--- src/hw/rtl/jsu_pkg.sv ---
`default_nettype none
package jsu_pkg;

  // Result kinds
  localparam logic [1:0] KIND_BYTE  = 2'd0;
  localparam logic [1:0] KIND_CLOSE = 2'd1;
  localparam logic [1:0] KIND_ERR   = 2'd2;

  // Error codes
  localparam logic [2:0] ERR_NONE      = 3'd0;
  localparam logic [2:0] ERR_NO_QUOTE  = 3'd1;
  localparam logic [2:0] ERR_BAD_U     = 3'd2;
  localparam logic [2:0] ERR_BAD_LOW   = 3'd3;
  localparam logic [2:0] ERR_LONE_HIGH = 3'd4;
  localparam logic [2:0] ERR_BAD_ESC   = 3'd5;
  localparam logic [2:0] ERR_CONTROL   = 3'd6;
  localparam logic [2:0] ERR_UNTERM    = 3'd7;

  // Surrogate ranges
  localparam logic [15:0] HI_SURR_MIN = 16'hD800;
  localparam logic [15:0] HI_SURR_MAX = 16'hDBFF;
  localparam logic [15:0] LO_SURR_MIN = 16'hDC00;
  localparam logic [15:0] LO_SURR_MAX = 16'hDFFF;
  localparam logic [20:0] SUPP_BASE   = 21'h10000;

  // UTF-8 framing
  localparam logic [20:0] LIM_1B    = 21'h80;
  localparam logic [20:0] LIM_2B    = 21'h800;
  localparam logic [20:0] LIM_3B    = 21'h10000;
  localparam logic [7:0]  LEAD_2B   = 8'hC0;
  localparam logic [7:0]  LEAD_3B   = 8'hE0;
  localparam logic [7:0]  LEAD_4B   = 8'hF0;
  localparam logic [7:0]  CONT_MARK = 8'h80;
  localparam logic [7:0]  CTRL_LIM  = 8'h20;

  // Characters
  localparam logic [7:0] CH_QUOTE = 8'h22;
  localparam logic [7:0] CH_BSL   = 8'h5C;
  localparam logic [7:0] CH_SLASH = 8'h2F;
  localparam logic [7:0] CH_B     = 8'h62;
  localparam logic [7:0] CH_F     = 8'h66;
  localparam logic [7:0] CH_N     = 8'h6E;
  localparam logic [7:0] CH_R     = 8'h72;
  localparam logic [7:0] CH_T     = 8'h74;
  localparam logic [7:0] CH_U     = 8'h75;

  // One group of 1..4 results caused by a single input word
  typedef struct packed {
    logic [1:0]      last_idx;
    logic [1:0]      kind;
    logic [2:0]      err;
    logic [3:0][7:0] bytes;
  } jsu_grp_t;

  typedef struct packed {
    logic       ok;
    logic [3:0] val;
  } jsu_hex_t;

  function automatic jsu_hex_t hex_val(input logic [7:0] b);
    jsu_hex_t r;
    r = '0;
    if (b >= 8'h30 && b <= 8'h39) begin
      r.ok = 1'b1;
      r.val = 4'(b - 8'h30);
    end else if (b >= 8'h61 && b <= 8'h66) begin
      r.ok = 1'b1;
      r.val = 4'(b - 8'h57);
    end else if (b >= 8'h41 && b <= 8'h46) begin
      r.ok = 1'b1;
      r.val = 4'(b - 8'h37);
    end
    return r;
  endfunction

  function automatic jsu_grp_t mk_err(input logic [2:0] code);
    jsu_grp_t g;
    g = '0;
    g.kind = KIND_ERR;
    g.err = code;
    return g;
  endfunction

  function automatic jsu_grp_t mk_close();
    jsu_grp_t g;
    g = '0;
    g.kind = KIND_CLOSE;
    return g;
  endfunction

  function automatic jsu_grp_t mk_byte(input logic [7:0] b);
    jsu_grp_t g;
    g = '0;
    g.kind = KIND_BYTE;
    g.bytes[0] = b;
    return g;
  endfunction

  function automatic jsu_grp_t mk_utf8(input logic [20:0] cp);
    jsu_grp_t g;
    g = '0;
    g.kind = KIND_BYTE;
    if (cp < LIM_1B) begin
      g.last_idx = 2'd0;
      g.bytes[0] = cp[7:0];
    end else if (cp < LIM_2B) begin
      g.last_idx = 2'd1;
      g.bytes[0] = LEAD_2B | {3'b000, cp[10:6]};
      g.bytes[1] = CONT_MARK | {2'b00, cp[5:0]};
    end else if (cp < LIM_3B) begin
      g.last_idx = 2'd2;
      g.bytes[0] = LEAD_3B | {4'b0000, cp[15:12]};
      g.bytes[1] = CONT_MARK | {2'b00, cp[11:6]};
      g.bytes[2] = CONT_MARK | {2'b00, cp[5:0]};
    end else begin
      g.last_idx = 2'd3;
      g.bytes[0] = LEAD_4B | {5'b00000, cp[20:18]};
      g.bytes[1] = CONT_MARK | {2'b00, cp[17:12]};
      g.bytes[2] = CONT_MARK | {2'b00, cp[11:6]};
      g.bytes[3] = CONT_MARK | {2'b00, cp[5:0]};
    end
    return g;
  endfunction

endpackage
`default_nettype wire

--- src/hw/rtl/jsu_decode.sv ---
`default_nettype none
module jsu_decode (
  input  wire logic             clk,
  input  wire logic             rst,
  input  wire logic             consume,
  input  wire logic [7:0]       b,
  input  wire logic             eoi,
  output logic                  emit,
  output jsu_pkg::jsu_grp_t     grp
);
  import jsu_pkg::*;

  typedef enum logic [6:0] {
    PH_IDLE    = 7'b0000001,
    PH_BODY    = 7'b0000010,
    PH_ESC     = 7'b0000100,
    PH_HEX     = 7'b0001000,
    PH_LOW_BS  = 7'b0010000,
    PH_LOW_U   = 7'b0100000,
    PH_LOW_HEX = 7'b1000000
  } phase_t;

  phase_t      phase, phase_next;
  logic [15:0] high_code, high_code_next;
  logic [15:0] low_code, low_code_next;
  logic [1:0]  hex_count, hex_count_next;
  logic        pending_bad_low, pending_bad_low_next;

  jsu_hex_t    hv;
  logic [20:0] pair_cp;

  assign hv = hex_val(b);

  always_comb begin
    phase_next           = phase;
    high_code_next       = high_code;
    low_code_next        = low_code;
    hex_count_next       = hex_count;
    pending_bad_low_next = pending_bad_low;
    emit                 = 1'b0;
    grp                  = '0;
    pair_cp              = '0;
    unique case (phase)
      PH_BODY: begin
        if (b == CH_QUOTE) begin
          phase_next = PH_IDLE;
          emit = 1'b1;
          grp = mk_close();
        end else if (b == CH_BSL) begin
          if (eoi) begin
            emit = 1'b1;
            grp = mk_err(ERR_UNTERM);
          end else begin
            phase_next = PH_ESC;
          end
        end else if (b < CTRL_LIM) begin
          emit = 1'b1;
          grp = mk_err(ERR_CONTROL);
        end else if (eoi) begin
          emit = 1'b1;
          grp = mk_err(ERR_UNTERM);
        end else begin
          emit = 1'b1;
          grp = mk_byte(b);
        end
      end
      PH_ESC: begin
        emit = 1'b1;
        phase_next = PH_BODY;
        case (b)
          CH_QUOTE: grp = mk_byte(CH_QUOTE);
          CH_BSL:   grp = mk_byte(CH_BSL);
          CH_SLASH: grp = mk_byte(CH_SLASH);
          CH_B:     grp = mk_byte(8'h08);
          CH_F:     grp = mk_byte(8'h0C);
          CH_N:     grp = mk_byte(8'h0A);
          CH_R:     grp = mk_byte(8'h0D);
          CH_T:     grp = mk_byte(8'h09);
          CH_U: begin
            if (eoi) begin
              grp = mk_err(ERR_BAD_U);
            end else begin
              emit = 1'b0;
              phase_next = PH_HEX;
              hex_count_next = '0;
              high_code_next = '0;
            end
          end
          default: grp = mk_err(ERR_BAD_ESC);
        endcase
        if (eoi && grp.kind == KIND_BYTE && emit) grp = mk_err(ERR_UNTERM);
      end
      PH_HEX: begin
        if (!hv.ok || (eoi && hex_count != 2'd3)) begin
          emit = 1'b1;
          grp = mk_err(ERR_BAD_U);
        end else begin
          high_code_next = {high_code[11:0], hv.val};
          if (hex_count != 2'd3) begin
            hex_count_next = hex_count + 2'd1;
          end else begin
            hex_count_next = '0;
            if (high_code_next >= HI_SURR_MIN && high_code_next <= HI_SURR_MAX) begin
              if (eoi) begin
                emit = 1'b1;
                grp = mk_err(ERR_LONE_HIGH);
              end else begin
                phase_next = PH_LOW_BS;
              end
            end else if (eoi) begin
              emit = 1'b1;
              grp = mk_err(ERR_UNTERM);
            end else begin
              phase_next = PH_BODY;
              emit = 1'b1;
              grp = mk_utf8({5'b00000, high_code_next});
            end
          end
        end
      end
      PH_LOW_BS: begin
        if (eoi || b != CH_BSL) begin
          emit = 1'b1;
          grp = mk_err(ERR_LONE_HIGH);
        end else begin
          phase_next = PH_LOW_U;
        end
      end
      PH_LOW_U: begin
        if (eoi || b != CH_U) begin
          emit = 1'b1;
          grp = mk_err(ERR_LONE_HIGH);
        end else begin
          phase_next = PH_LOW_HEX;
          hex_count_next = '0;
          low_code_next = '0;
          pending_bad_low_next = 1'b0;
        end
      end
      PH_LOW_HEX: begin
        if (hex_count != 2'd3) begin
          if (eoi) begin
            emit = 1'b1;
            grp = mk_err(ERR_LONE_HIGH);
          end else begin
            if (!hv.ok) pending_bad_low_next = 1'b1;
            else low_code_next = {low_code[11:0], hv.val};
            hex_count_next = hex_count + 2'd1;
          end
        end else begin
          hex_count_next = '0;
          if (pending_bad_low || !hv.ok) begin
            emit = 1'b1;
            grp = mk_err(ERR_BAD_LOW);
          end else begin
            low_code_next = {low_code[11:0], hv.val};
            if (low_code_next < LO_SURR_MIN || low_code_next > LO_SURR_MAX) begin
              emit = 1'b1;
              grp = mk_err(ERR_BAD_LOW);
            end else if (eoi) begin
              emit = 1'b1;
              grp = mk_err(ERR_UNTERM);
            end else begin
              pair_cp = SUPP_BASE + {1'b0, high_code[9:0], low_code_next[9:0]};
              phase_next = PH_BODY;
              emit = 1'b1;
              grp = mk_utf8(pair_cp);
            end
          end
        end
      end
      default: begin
        // idle, and any corrupt phase code
        phase_next = PH_IDLE;
        if (b != CH_QUOTE) begin
          emit = 1'b1;
          grp = mk_err(ERR_NO_QUOTE);
        end else if (eoi) begin
          emit = 1'b1;
          grp = mk_err(ERR_UNTERM);
        end else begin
          phase_next = PH_BODY;
          pending_bad_low_next = 1'b0;
          hex_count_next = '0;
        end
      end
    endcase
    // any error ends the string
    if (emit && grp.kind == KIND_ERR) begin
      phase_next = PH_IDLE;
      pending_bad_low_next = 1'b0;
    end
  end

  always_ff @(posedge clk) begin
    if (rst) begin
      phase <= PH_IDLE;
      high_code <= '0;
      low_code <= '0;
      hex_count <= '0;
      pending_bad_low <= 1'b0;
    end else if (consume) begin
      phase <= phase_next;
      high_code <= high_code_next;
      low_code <= low_code_next;
      hex_count <= hex_count_next;
      pending_bad_low <= pending_bad_low_next;
    end
  end

endmodule
`default_nettype wire

--- src/hw/rtl/jsu_out_buf.sv ---
`default_nettype none
module jsu_out_buf (
  input  wire logic              clk,
  input  wire logic              rst,
  input  wire logic              load,
  input  wire jsu_pkg::jsu_grp_t grp_in,
  output logic                   can_load,
  output logic                   out_valid,
  input  wire logic              out_ready,
  output logic [1:0]             kind,
  output logic [7:0]             decoded_byte,
  output logic [2:0]             error_code,
  output logic                   last_of_run
);
  import jsu_pkg::*;

  jsu_grp_t   grp;
  logic       grp_valid;
  logic [1:0] idx;
  logic       take;
  logic       at_last;

  assign at_last  = (idx == grp.last_idx);
  assign take     = grp_valid && out_ready;
  assign can_load = !grp_valid || (take && at_last);

  assign out_valid    = grp_valid;
  assign kind         = grp.kind;
  assign decoded_byte = grp.bytes[idx];
  assign error_code   = grp.err;
  assign last_of_run  = at_last;

  always_ff @(posedge clk) begin
    if (rst) begin
      grp_valid <= 1'b0;
      idx <= '0;
    end else if (load) begin
      grp_valid <= 1'b1;
      idx <= '0;
    end else if (take) begin
      if (at_last) grp_valid <= 1'b0;
      else idx <= idx + 2'd1;
    end
  end

  always_ff @(posedge clk) begin
    if (load) grp <= grp_in;
  end

endmodule
`default_nettype wire

--- src/hw/rtl/json_string_unescape_utf8_top.sv ---
`default_nettype none
// JSON string unescaper with UTF-8 output. Feed raw text one byte per word,
// starting at the opening double quote; set end_of_input on the last byte
// available. Each input word gives zero to four result words: decoded UTF-8
// bytes (kind 0), a string-closed marker (kind 1) or an error (kind 2 with
// error_code). last_of_run flags the final result word caused by an input
// byte. After a close or an error the block waits for a new opening quote.
// Throughput: one input word per cycle while each byte yields at most one
// result and out_ready is high. A \u escape that decodes to a 2, 3 or 4
// byte UTF-8 sequence holds the input while the output group register
// drains one word per cycle while out_ready is high. An accepted byte is held
// in the input register, then its results in the result group register.
module json_string_unescape_utf8_top (
  input  wire logic       clk,
  input  wire logic       rst,
  input  wire logic       in_valid,
  output logic            in_ready,
  input  wire logic [7:0] data_byte,
  input  wire logic       end_of_input,
  output logic            out_valid,
  input  wire logic       out_ready,
  output logic [1:0]      kind,
  output logic [7:0]      decoded_byte,
  output logic [2:0]      error_code,
  output logic            last_of_run
);
  import jsu_pkg::*;

  // input register
  logic       in_full;
  logic [7:0] byte_q;
  logic       eoi_q;

  // decode / output handoff
  logic       can_load;
  logic       consume;
  logic       emit;
  jsu_grp_t   grp;

  // the held byte is decoded once the group register can take its results;
  // bytes with no results retire without touching the group register
  assign consume  = in_full && can_load;
  assign in_ready = !in_full || consume;

  always_ff @(posedge clk) begin
    if (rst) begin
      in_full <= 1'b0;
    end else if (in_ready) begin
      in_full <= in_valid;
    end
  end

  always_ff @(posedge clk) begin
    if (in_valid && in_ready) begin
      byte_q <= data_byte;
      eoi_q <= end_of_input;
    end
  end

  jsu_decode u_decode (
    .clk     (clk),
    .rst     (rst),
    .consume (consume),
    .b       (byte_q),
    .eoi     (eoi_q),
    .emit    (emit),
    .grp     (grp)
  );

  jsu_out_buf u_out_buf (
    .clk          (clk),
    .rst          (rst),
    .load         (consume && emit),
    .grp_in       (grp),
    .can_load     (can_load),
    .out_valid    (out_valid),
    .out_ready    (out_ready),
    .kind         (kind),
    .decoded_byte (decoded_byte),
    .error_code   (error_code),
    .last_of_run  (last_of_run)
  );

endmodule
`default_nettype wire
--- config.mk ---
export PLATFORM = sky130hd
export DESIGN_NAME = json_string_unescape_utf8_top
export DESIGN_NICKNAME = d
export VERILOG_FILES = /design/src/hw/rtl/jsu_pkg.sv /design/src/hw/rtl/jsu_decode.sv /design/src/hw/rtl/jsu_out_buf.sv /design/src/hw/rtl/json_string_unescape_utf8_top.sv
export SDC_FILE = /design/constraint.sdc
export NUM_CORES = 1
export LEC_CHECK = 0
export ABC_AREA = 1
export BUFFER_PORTS_ARGS = -buffer_cell sky130_fd_sc_hd__buf_2
export CAP_MARGIN = 20
export CORE_ASPECT_RATIO = 0.6
export CORE_UTILIZATION = 62
export CTS_CLUSTER_SIZE = 24
export DETAILED_ROUTE_END_ITERATION = 10
export GPL_ROUTABILITY_DRIVEN = 0
export PLACE_DENSITY = 0.83
export SYNTH_ARGS = -nofsm -noshare
export SYNTH_HDL_FRONTEND = slang
export SYNTH_SLANG_ARGS = --single-unit
--- constraint.sdc ---
create_clock -name clk -period 3.4 [get_ports clk]
set_clock_uncertainty 0.15 [all_clocks]
set_input_delay 0.17 -clock clk [delete_from_list [all_inputs] [get_ports clk]]
set_output_delay 0.17 -clock clk [all_outputs]
set_load 0.02 [all_outputs]
== Word-level counts from Yosys, hierarchy flattened ==
Cells that the tools add are included.

* Register bits: 86
* Bits of input ports: 13
* Output and inout bits: 16
* Word-level logic and storage cells: 229

* Order comparisons: 17
* Add/sub/neg operators: 6
* Reduce and logical (&&, ||, !) cells: 38
* Equality and inequality tests: 45
* Bitwise operators: 2
* Multiplexer cells: 104

{| class="wikitable"
|+ Operators with widths
! operator !! count
|-
| $mux 39 || 14
|-
| $pmux 39 s9 || 1
|-
| $pmux 39 s6 || 1
|-
| $mux 37 || 6
|-
| $mux 7 || 16
|-
| $mux 12 || 8
|-
| $eq 8x7->1 const B || 7
|-
| $mux 16 || 3
|-
| $pmux 12 s2 || 2
|-
| $pmux 7 s6 || 1
|-
| $mux 8 || 5
|-
| $ne 3x3->1 const B || 9
|-
| $mux 2 || 13
|-
| $mux 24 || 1
|-
| $mux 1 || 23
|-
| $mux 22 || 1
|-
| $add 17x20->21 const A || 1
|-
| $lt 21x12->1 const B || 1
|-
| $lt 21x17->1 const B || 1
|-
| $lt 21x8->1 const B || 1
|-
| $bmux 8 s2 || 1
|-
| $eq 8x6->1 const B || 2
|-
| $ge 16x16->1 const B || 1
|-
| $ge 8x7->1 const B || 2
|-
| 51 further kinds || 91
|}

== Longest topological paths before layout ==
* Word-level depth: 19
* Mapped depth: 20

== By module ==
A second synthesis with hierarchy kept.

* Cell total of the unflattened synthesis: 755
* Area total of the unflattened synthesis: 5621.6 um2

{| class="wikitable"
|+ Modules (own cells, without submodules)
! module !! area an instance (um2) !! sequential area each (um2) !! instances !! cells an instance
|-
| jsu_decode || 3642.2 || 680.7 || 1 || 617
|-
| jsu_out_buf || 1646.6 || 1231.2 || 1 || 119
|-
| json_string_unescape_utf8_top || 332.8 || 290.3 || 1 || 19
|}

== Worst setup path after synthesis ==
OpenSTA, ideal clock, no wires.

* Path type: reg2reg
* From: register byte_q[0]
* To: register u_out_buf.grp, in the netlist u_out_buf.error_code[0] (enable)
* Library setup time: 390 ps
* Period minus slack after synthesis: 3008 ps
* Path buffers: 0
* Cell stages (with the launch flop): 18
* Path slack: 392 ps
* Arrival: 2468 ps
* Cells stage by stage: edfxtp_1 > inv_1 > ha_1 > inv_1 > nand2_1 > nand2_1 > nand2_2 > nand2_4 > nand2_4 > o21ai_2 > inv_2 > nand3_1 > nand2_1 > nand2_2 > nand3_2 > nand3_1 > nand2_1 > inv_1

* Word-level cells in the longest chain between the ends: 12

{| class="wikitable"
|+ RTL lines
! item !! line !! source
|-
| from (decl) || json_string_unescape_utf8_top.sv:31 || <nowiki>logic [7:0] byte_q;</nowiki>
|-
| from (signal assigned) || json_string_unescape_utf8_top.sv:55 || <nowiki>byte_q <= data_byte;</nowiki>
|-
| $ge 8x7->1 or $le 8x7->1 (tied branches) || jsu_pkg.sv:69 || <nowiki>end else if (b >= 8'h41 && b <= 8'h46) begin</nowiki>
|-
| $logic_and 1x1->1 || jsu_pkg.sv:69 ||
|-
| $mux 5 || jsu_pkg.sv:69 ||
|-
| $mux 5 || jsu_pkg.sv:66 || <nowiki>end else if (b >= 8'h61 && b <= 8'h66) begin</nowiki>
|-
| $mux 5 || jsu_pkg.sv:63 || <nowiki>if (b >= 8'h30 && b <= 8'h39) begin</nowiki>
|-
| $ge 16x16->1 or $le 16x16->1 (tied branches) || jsu_decode.sv:103 || <nowiki>if (high_code_next >= HI_SURR_MIN && high_code_next <= HI_SURR_MAX) begin</nowiki>
|-
| $logic_and 1x1->1 || jsu_decode.sv:103 ||
|-
| $mux 1 || jsu_decode.sv:103 ||
|-
| $mux 1 || jsu_decode.sv:99 || <nowiki>if (hex_count != 2'd3) begin</nowiki>
|-
| $mux 1 || jsu_decode.sv:94 || <nowiki>if (!hv.ok || (eoi && hex_count != 2'd3)) begin</nowiki>
|-
| $pmux 1 s6 (*) || jsu_decode.sv:43 || <nowiki>unique case (phase)</nowiki>
|-
| $logic_and 1x1->1 (*) || json_string_unescape_utf8_top.sv:73 || <nowiki>.load (consume && emit),</nowiki>
|-
| named net u_out_buf.load || jsu_out_buf.sv:5 || <nowiki>input wire logic load,</nowiki>
|-
| to (signal assigned) || jsu_out_buf.sv:47 || <nowiki>if (load) grp <= grp_in;</nowiki>
|-
| to (decl) || jsu_out_buf.sv:17 || <nowiki>jsu_grp_t grp;</nowiki>
|}

Mark *: on every way through the listed nets, which the timed path passes. The rest lies on a longest branch. The select of a mux whose other input is x is not followed.
A chain may end at the register's enable or synchronous reset.

== Worst setup path in the final report ==
* From: register byte_q[0]
* To: register u_out_buf.grp[17] (netlist bit) (enable)

Same word-level chain as after synthesis.

==> flow_metrics.tcl <==
set metrics [dict create \
    die_w_um 122 \
    hpwl_mm 11.5 \
    synth_top_cell_area_share_pct 24.8 \
    synth_edf_count 44 \
    ys_ff_latch 82 \
    tns_ns 0 \
    cp_common_cell "nand2_1" \
    cts_made_buffers 9 \
    grt_pass1_wl_mm 24.6 \
    fp.dieH_um 73.8 \
    overflow 0 \
    ys.flop_type "edfxtp_1" \
    cts_buffer_depth 2 \
    path_cells "inv_1 -> ha_1 -> inv_1 -> nand2_1 -> nand2_1 -> nand2_2 -> nand3_1 -> nand2_1 -> nand2_1 -> nor2_1 -> nand3_1 -> nand2_1 -> nand2_2 -> nand3_2 -> nand3_1 -> nand2_1 -> inv_2 -> buf_12" \
    worst_pin_slew_ns 0.603 \
    grt_usage_pct 36.5 \
    cp.arrival_ns 3.07 \
    yosysUniqueCellTypes 48 \
    cts_setup_buffers 0 \
    clk_pin_slew_worst_paths_ns 0.06 \
    drive_gt1_share_pct 15.0 \
    final_util_pct 72.6 \
    insertion_delay_ns 0.34 \
    avgSynthCellArea_um2 7.47 \
    drcViolationCount 0 \
    dp.cells 828 \
    design_power_total_mw 2.43 \
    finalHoldViolCount 0 \
    wire_per_inst_um 18.0 \
    synthArstFlopShare_pct 0 \
    synthTopCellsByArea "edfxtp_1, dfxtp_1, nand2_1, nor2_1, inv_1" \
    drt_iter0_drc 929 \
    fillers 668 \
    ys_warn_count 0 \
    hold_path_class "input pin to register" \
    htreeDepth 3 \
    drt-vias-per-instance 6.32 \
    rsz0062_at_grt "false" \
    final_max_slew_viol_count 0 \
    slew_headroom_pct 59.3 \
    ant_nets 0 \
    grt_max_degree 31 \
    drt-total-wl_mm 15.4 \
    grt_pass1_vias 4830 \
    die_area_um2 8980 \
    numClockSinks 82 \
    yosysSeqAreaShare_pct 39.1 \
    crit_path_start_kind "register" \
    post-route-period-util_pct 91.9 \
    area_growth_pct 10.4 \
    worstPathRequired_ns 3.35 \
    power_density_nw_per_um2 414 \
    syn_nets 734 \
    fmax_ghz 0.320 \
    finalSetupViolCount 0 \
    min_period_ns 3.13 \
    synthCells 713 \
    num_rows 25 \
    critPathSlowestCell "edfxtp_1" \
    final_cells 853 \
    setup_ws_ns 0.274 \
    leakage_nw 2.50 \
    critical-path-max-stage-delay_ns 0.51 \
    critical_path.max_fanout 30 \
    crit_type "register to register" \
    vias 5393 \
    n_antenna_cell 0 \
    syn_area_um2 5330 \
    ios 29 \
    io_buffers 28 \
    dr.pass1.iters 7 \
    synth_top_area_cell "edfxtp_1" \
    initial_core_util_pct 65.8 \
    core_area_um2 8100 \
    cts-root-buf "clkbuf_16" \
    antenna_found_initial 0 \
    peakVddDrop_uv 317 \
    worstSetupEndpointType "register" \
    post-place-ws_ns 0.326 \
    cts_tree "yes" \
    max_cap_viol_count 0 \
    nets 761 \
    outcome "complete, no violations" \
]
where the power goes:
| group | internal, mW | total (mW) | leakage (nW) | switching (mW) |
|---|---|---|---|---|
| combinational | 0.0980 | 0.320 | 1.63 | 0.222 |
| clock | 0.571 | 0.976 | 0.144 | 0.405 |
| sequential | 1.10 | 1.14 | 0.727 | 0.0387 |
final cells by class:
class | instances | area (µm²) | area share [%]
multi-input cells | 509 | 2720 | 46.2
flip-flops and latches | 82 | 2080 | 35.4
inverters | 95 | 364 | 6.19
repair buffers | 43 | 288 | 4.89
clock buffers | 10 | 229 | 3.89
well taps | 108 | 135 | 2.30
clock inverters | 6 | 65.1 | 1.11
cells in the mapped netlist, types with 5 or more instances:
master,number
nor2_4,8
nor4_1,5
o22ai_1,11
inv_1,83
o221ai_1,5
nand3_1,52
buf_4,8
a21oi_1,44
ha_1,8
o211ai_1,13
nand2_2,15
nand4_1,9
nand2_1,131
nor2_1,87
nand3_2,7
o21ai_0,39
clkbuf_1,11
edfxtp_1,44
a211oi_1,14
inv_2,8
dfxtp_1,38
nor3_1,16
nor2_2,10
flip-flops by register name (all words and copies together) (netlist names):
name and count:
u_out_buf.idx 2, u_out_buf.error_code 3, u_decode.phase 7, u_decode.high_code 12
u_out_buf.grp 30, in_full 1, u_decode.pending_bad_low 1, u_out_buf.out_valid 1
byte_q 8, u_decode.hex_count 2, u_out_buf.kind 2, u_decode.low_code 12
eoi_q 1
worst max-delay path: cells and delay by family, from the launching register on:
| family | cells | cell delay (ns) |
|---|---|---|
| and+or+nand+nor | 13 | 1.50 |
| DFF | 1 | 0.51 |
| buffers and inverters | 4 | 0.48 |
| adders and majority gates | 1 | 0.22 |
routing by layer:
metal	track usage, %	vias to the layer above	routed length [µm]
li1	-	2481	-
met1	52.2	2413	6560
met2	50.6	436	6080
met3	12.2	63	2270
met4	14.1	0	468
met5	0	-	0
through the flow:
stage	hold slack (ns)	instance area, µm²
CTS	0.0459	5880
finish	0.0705	5880
global placement	0.197	5500
detailed placement	0.200	5500
global route	0.0798	5880
floorplan	0.119	5330
worst paths after layout:
| path | depth (start not counted) | to | startpoint | slack [ns] |
|---|---|---|---|---|
| worst min register to register | 2 | u_decode.low_code[9] | u_decode.low_code[9] | 0.34 |
| worst min-delay path | 5 | u_out_buf.idx[0] | out_ready | 0.07 |
| worst max register to register | 18 | u_out_buf.grp[17] | byte_q[0] | 0.27 |
| worst max-delay path | 18 | u_out_buf.grp[17] | byte_q[0] | 0.27 |
cell families after synthesis:
kind of cell    share of synthesized area [%]
compound gates                           16.2
buf+inv                                  9.93
xor+xnor                                0.658
fa+ha+maj                                1.88
simple gates                             32.2
flops                                    39.1
placed cells by master, fill, tap and decap left out, types with 2 or more instances in the layout:
| master | instances |
|---|---|
| xnor2_1 | 2 |
| buf_2 | 28 |
| nand4_2 | 4 |
| o21ai_1 | 3 |
| nand2_4 | 3 |
| inv_2 | 9 |
| o221ai_1 | 5 |
| inv_1 | 82 |
| xor2_1 | 2 |
| nand2_1 | 131 |
| nor3_2 | 2 |
| clkbuf_16 | 9 |
| ha_1 | 8 |
| nand3_1 | 52 |
| nand3_2 | 7 |
| a211oi_1 | 14 |
| nand4_1 | 9 |
| nand2_2 | 15 |
| nor3_1 | 16 |
| clkinv_1 | 3 |
| nor4_1 | 5 |
| o211ai_1 | 13 |
| o22ai_1 | 11 |
| a311oi_1 | 2 |
| a21oi_1 | 44 |
| o21ai_0 | 39 |
| edfxtp_1 | 44 |
| a22oi_1 | 2 |
| dlygate4sd3_1 | 9 |
| nor2_4 | 8 |
| dfxtp_1 | 38 |
| nand3b_1 | 2 |
| o2111ai_1 | 4 |
| clkinv_4 | 3 |
| buf_4 | 5 |
| nor2_2 | 10 |
| nor2_1 | 87 |
repair_timing:
item                                   4_1_cts  5_1_grt
setup endpoints to repair                    0       30
resized for setup                            0        1
endpoints found under the hold margin        9        0
hold buffers                                 9        0
Power figures use the tool's default switching activity.
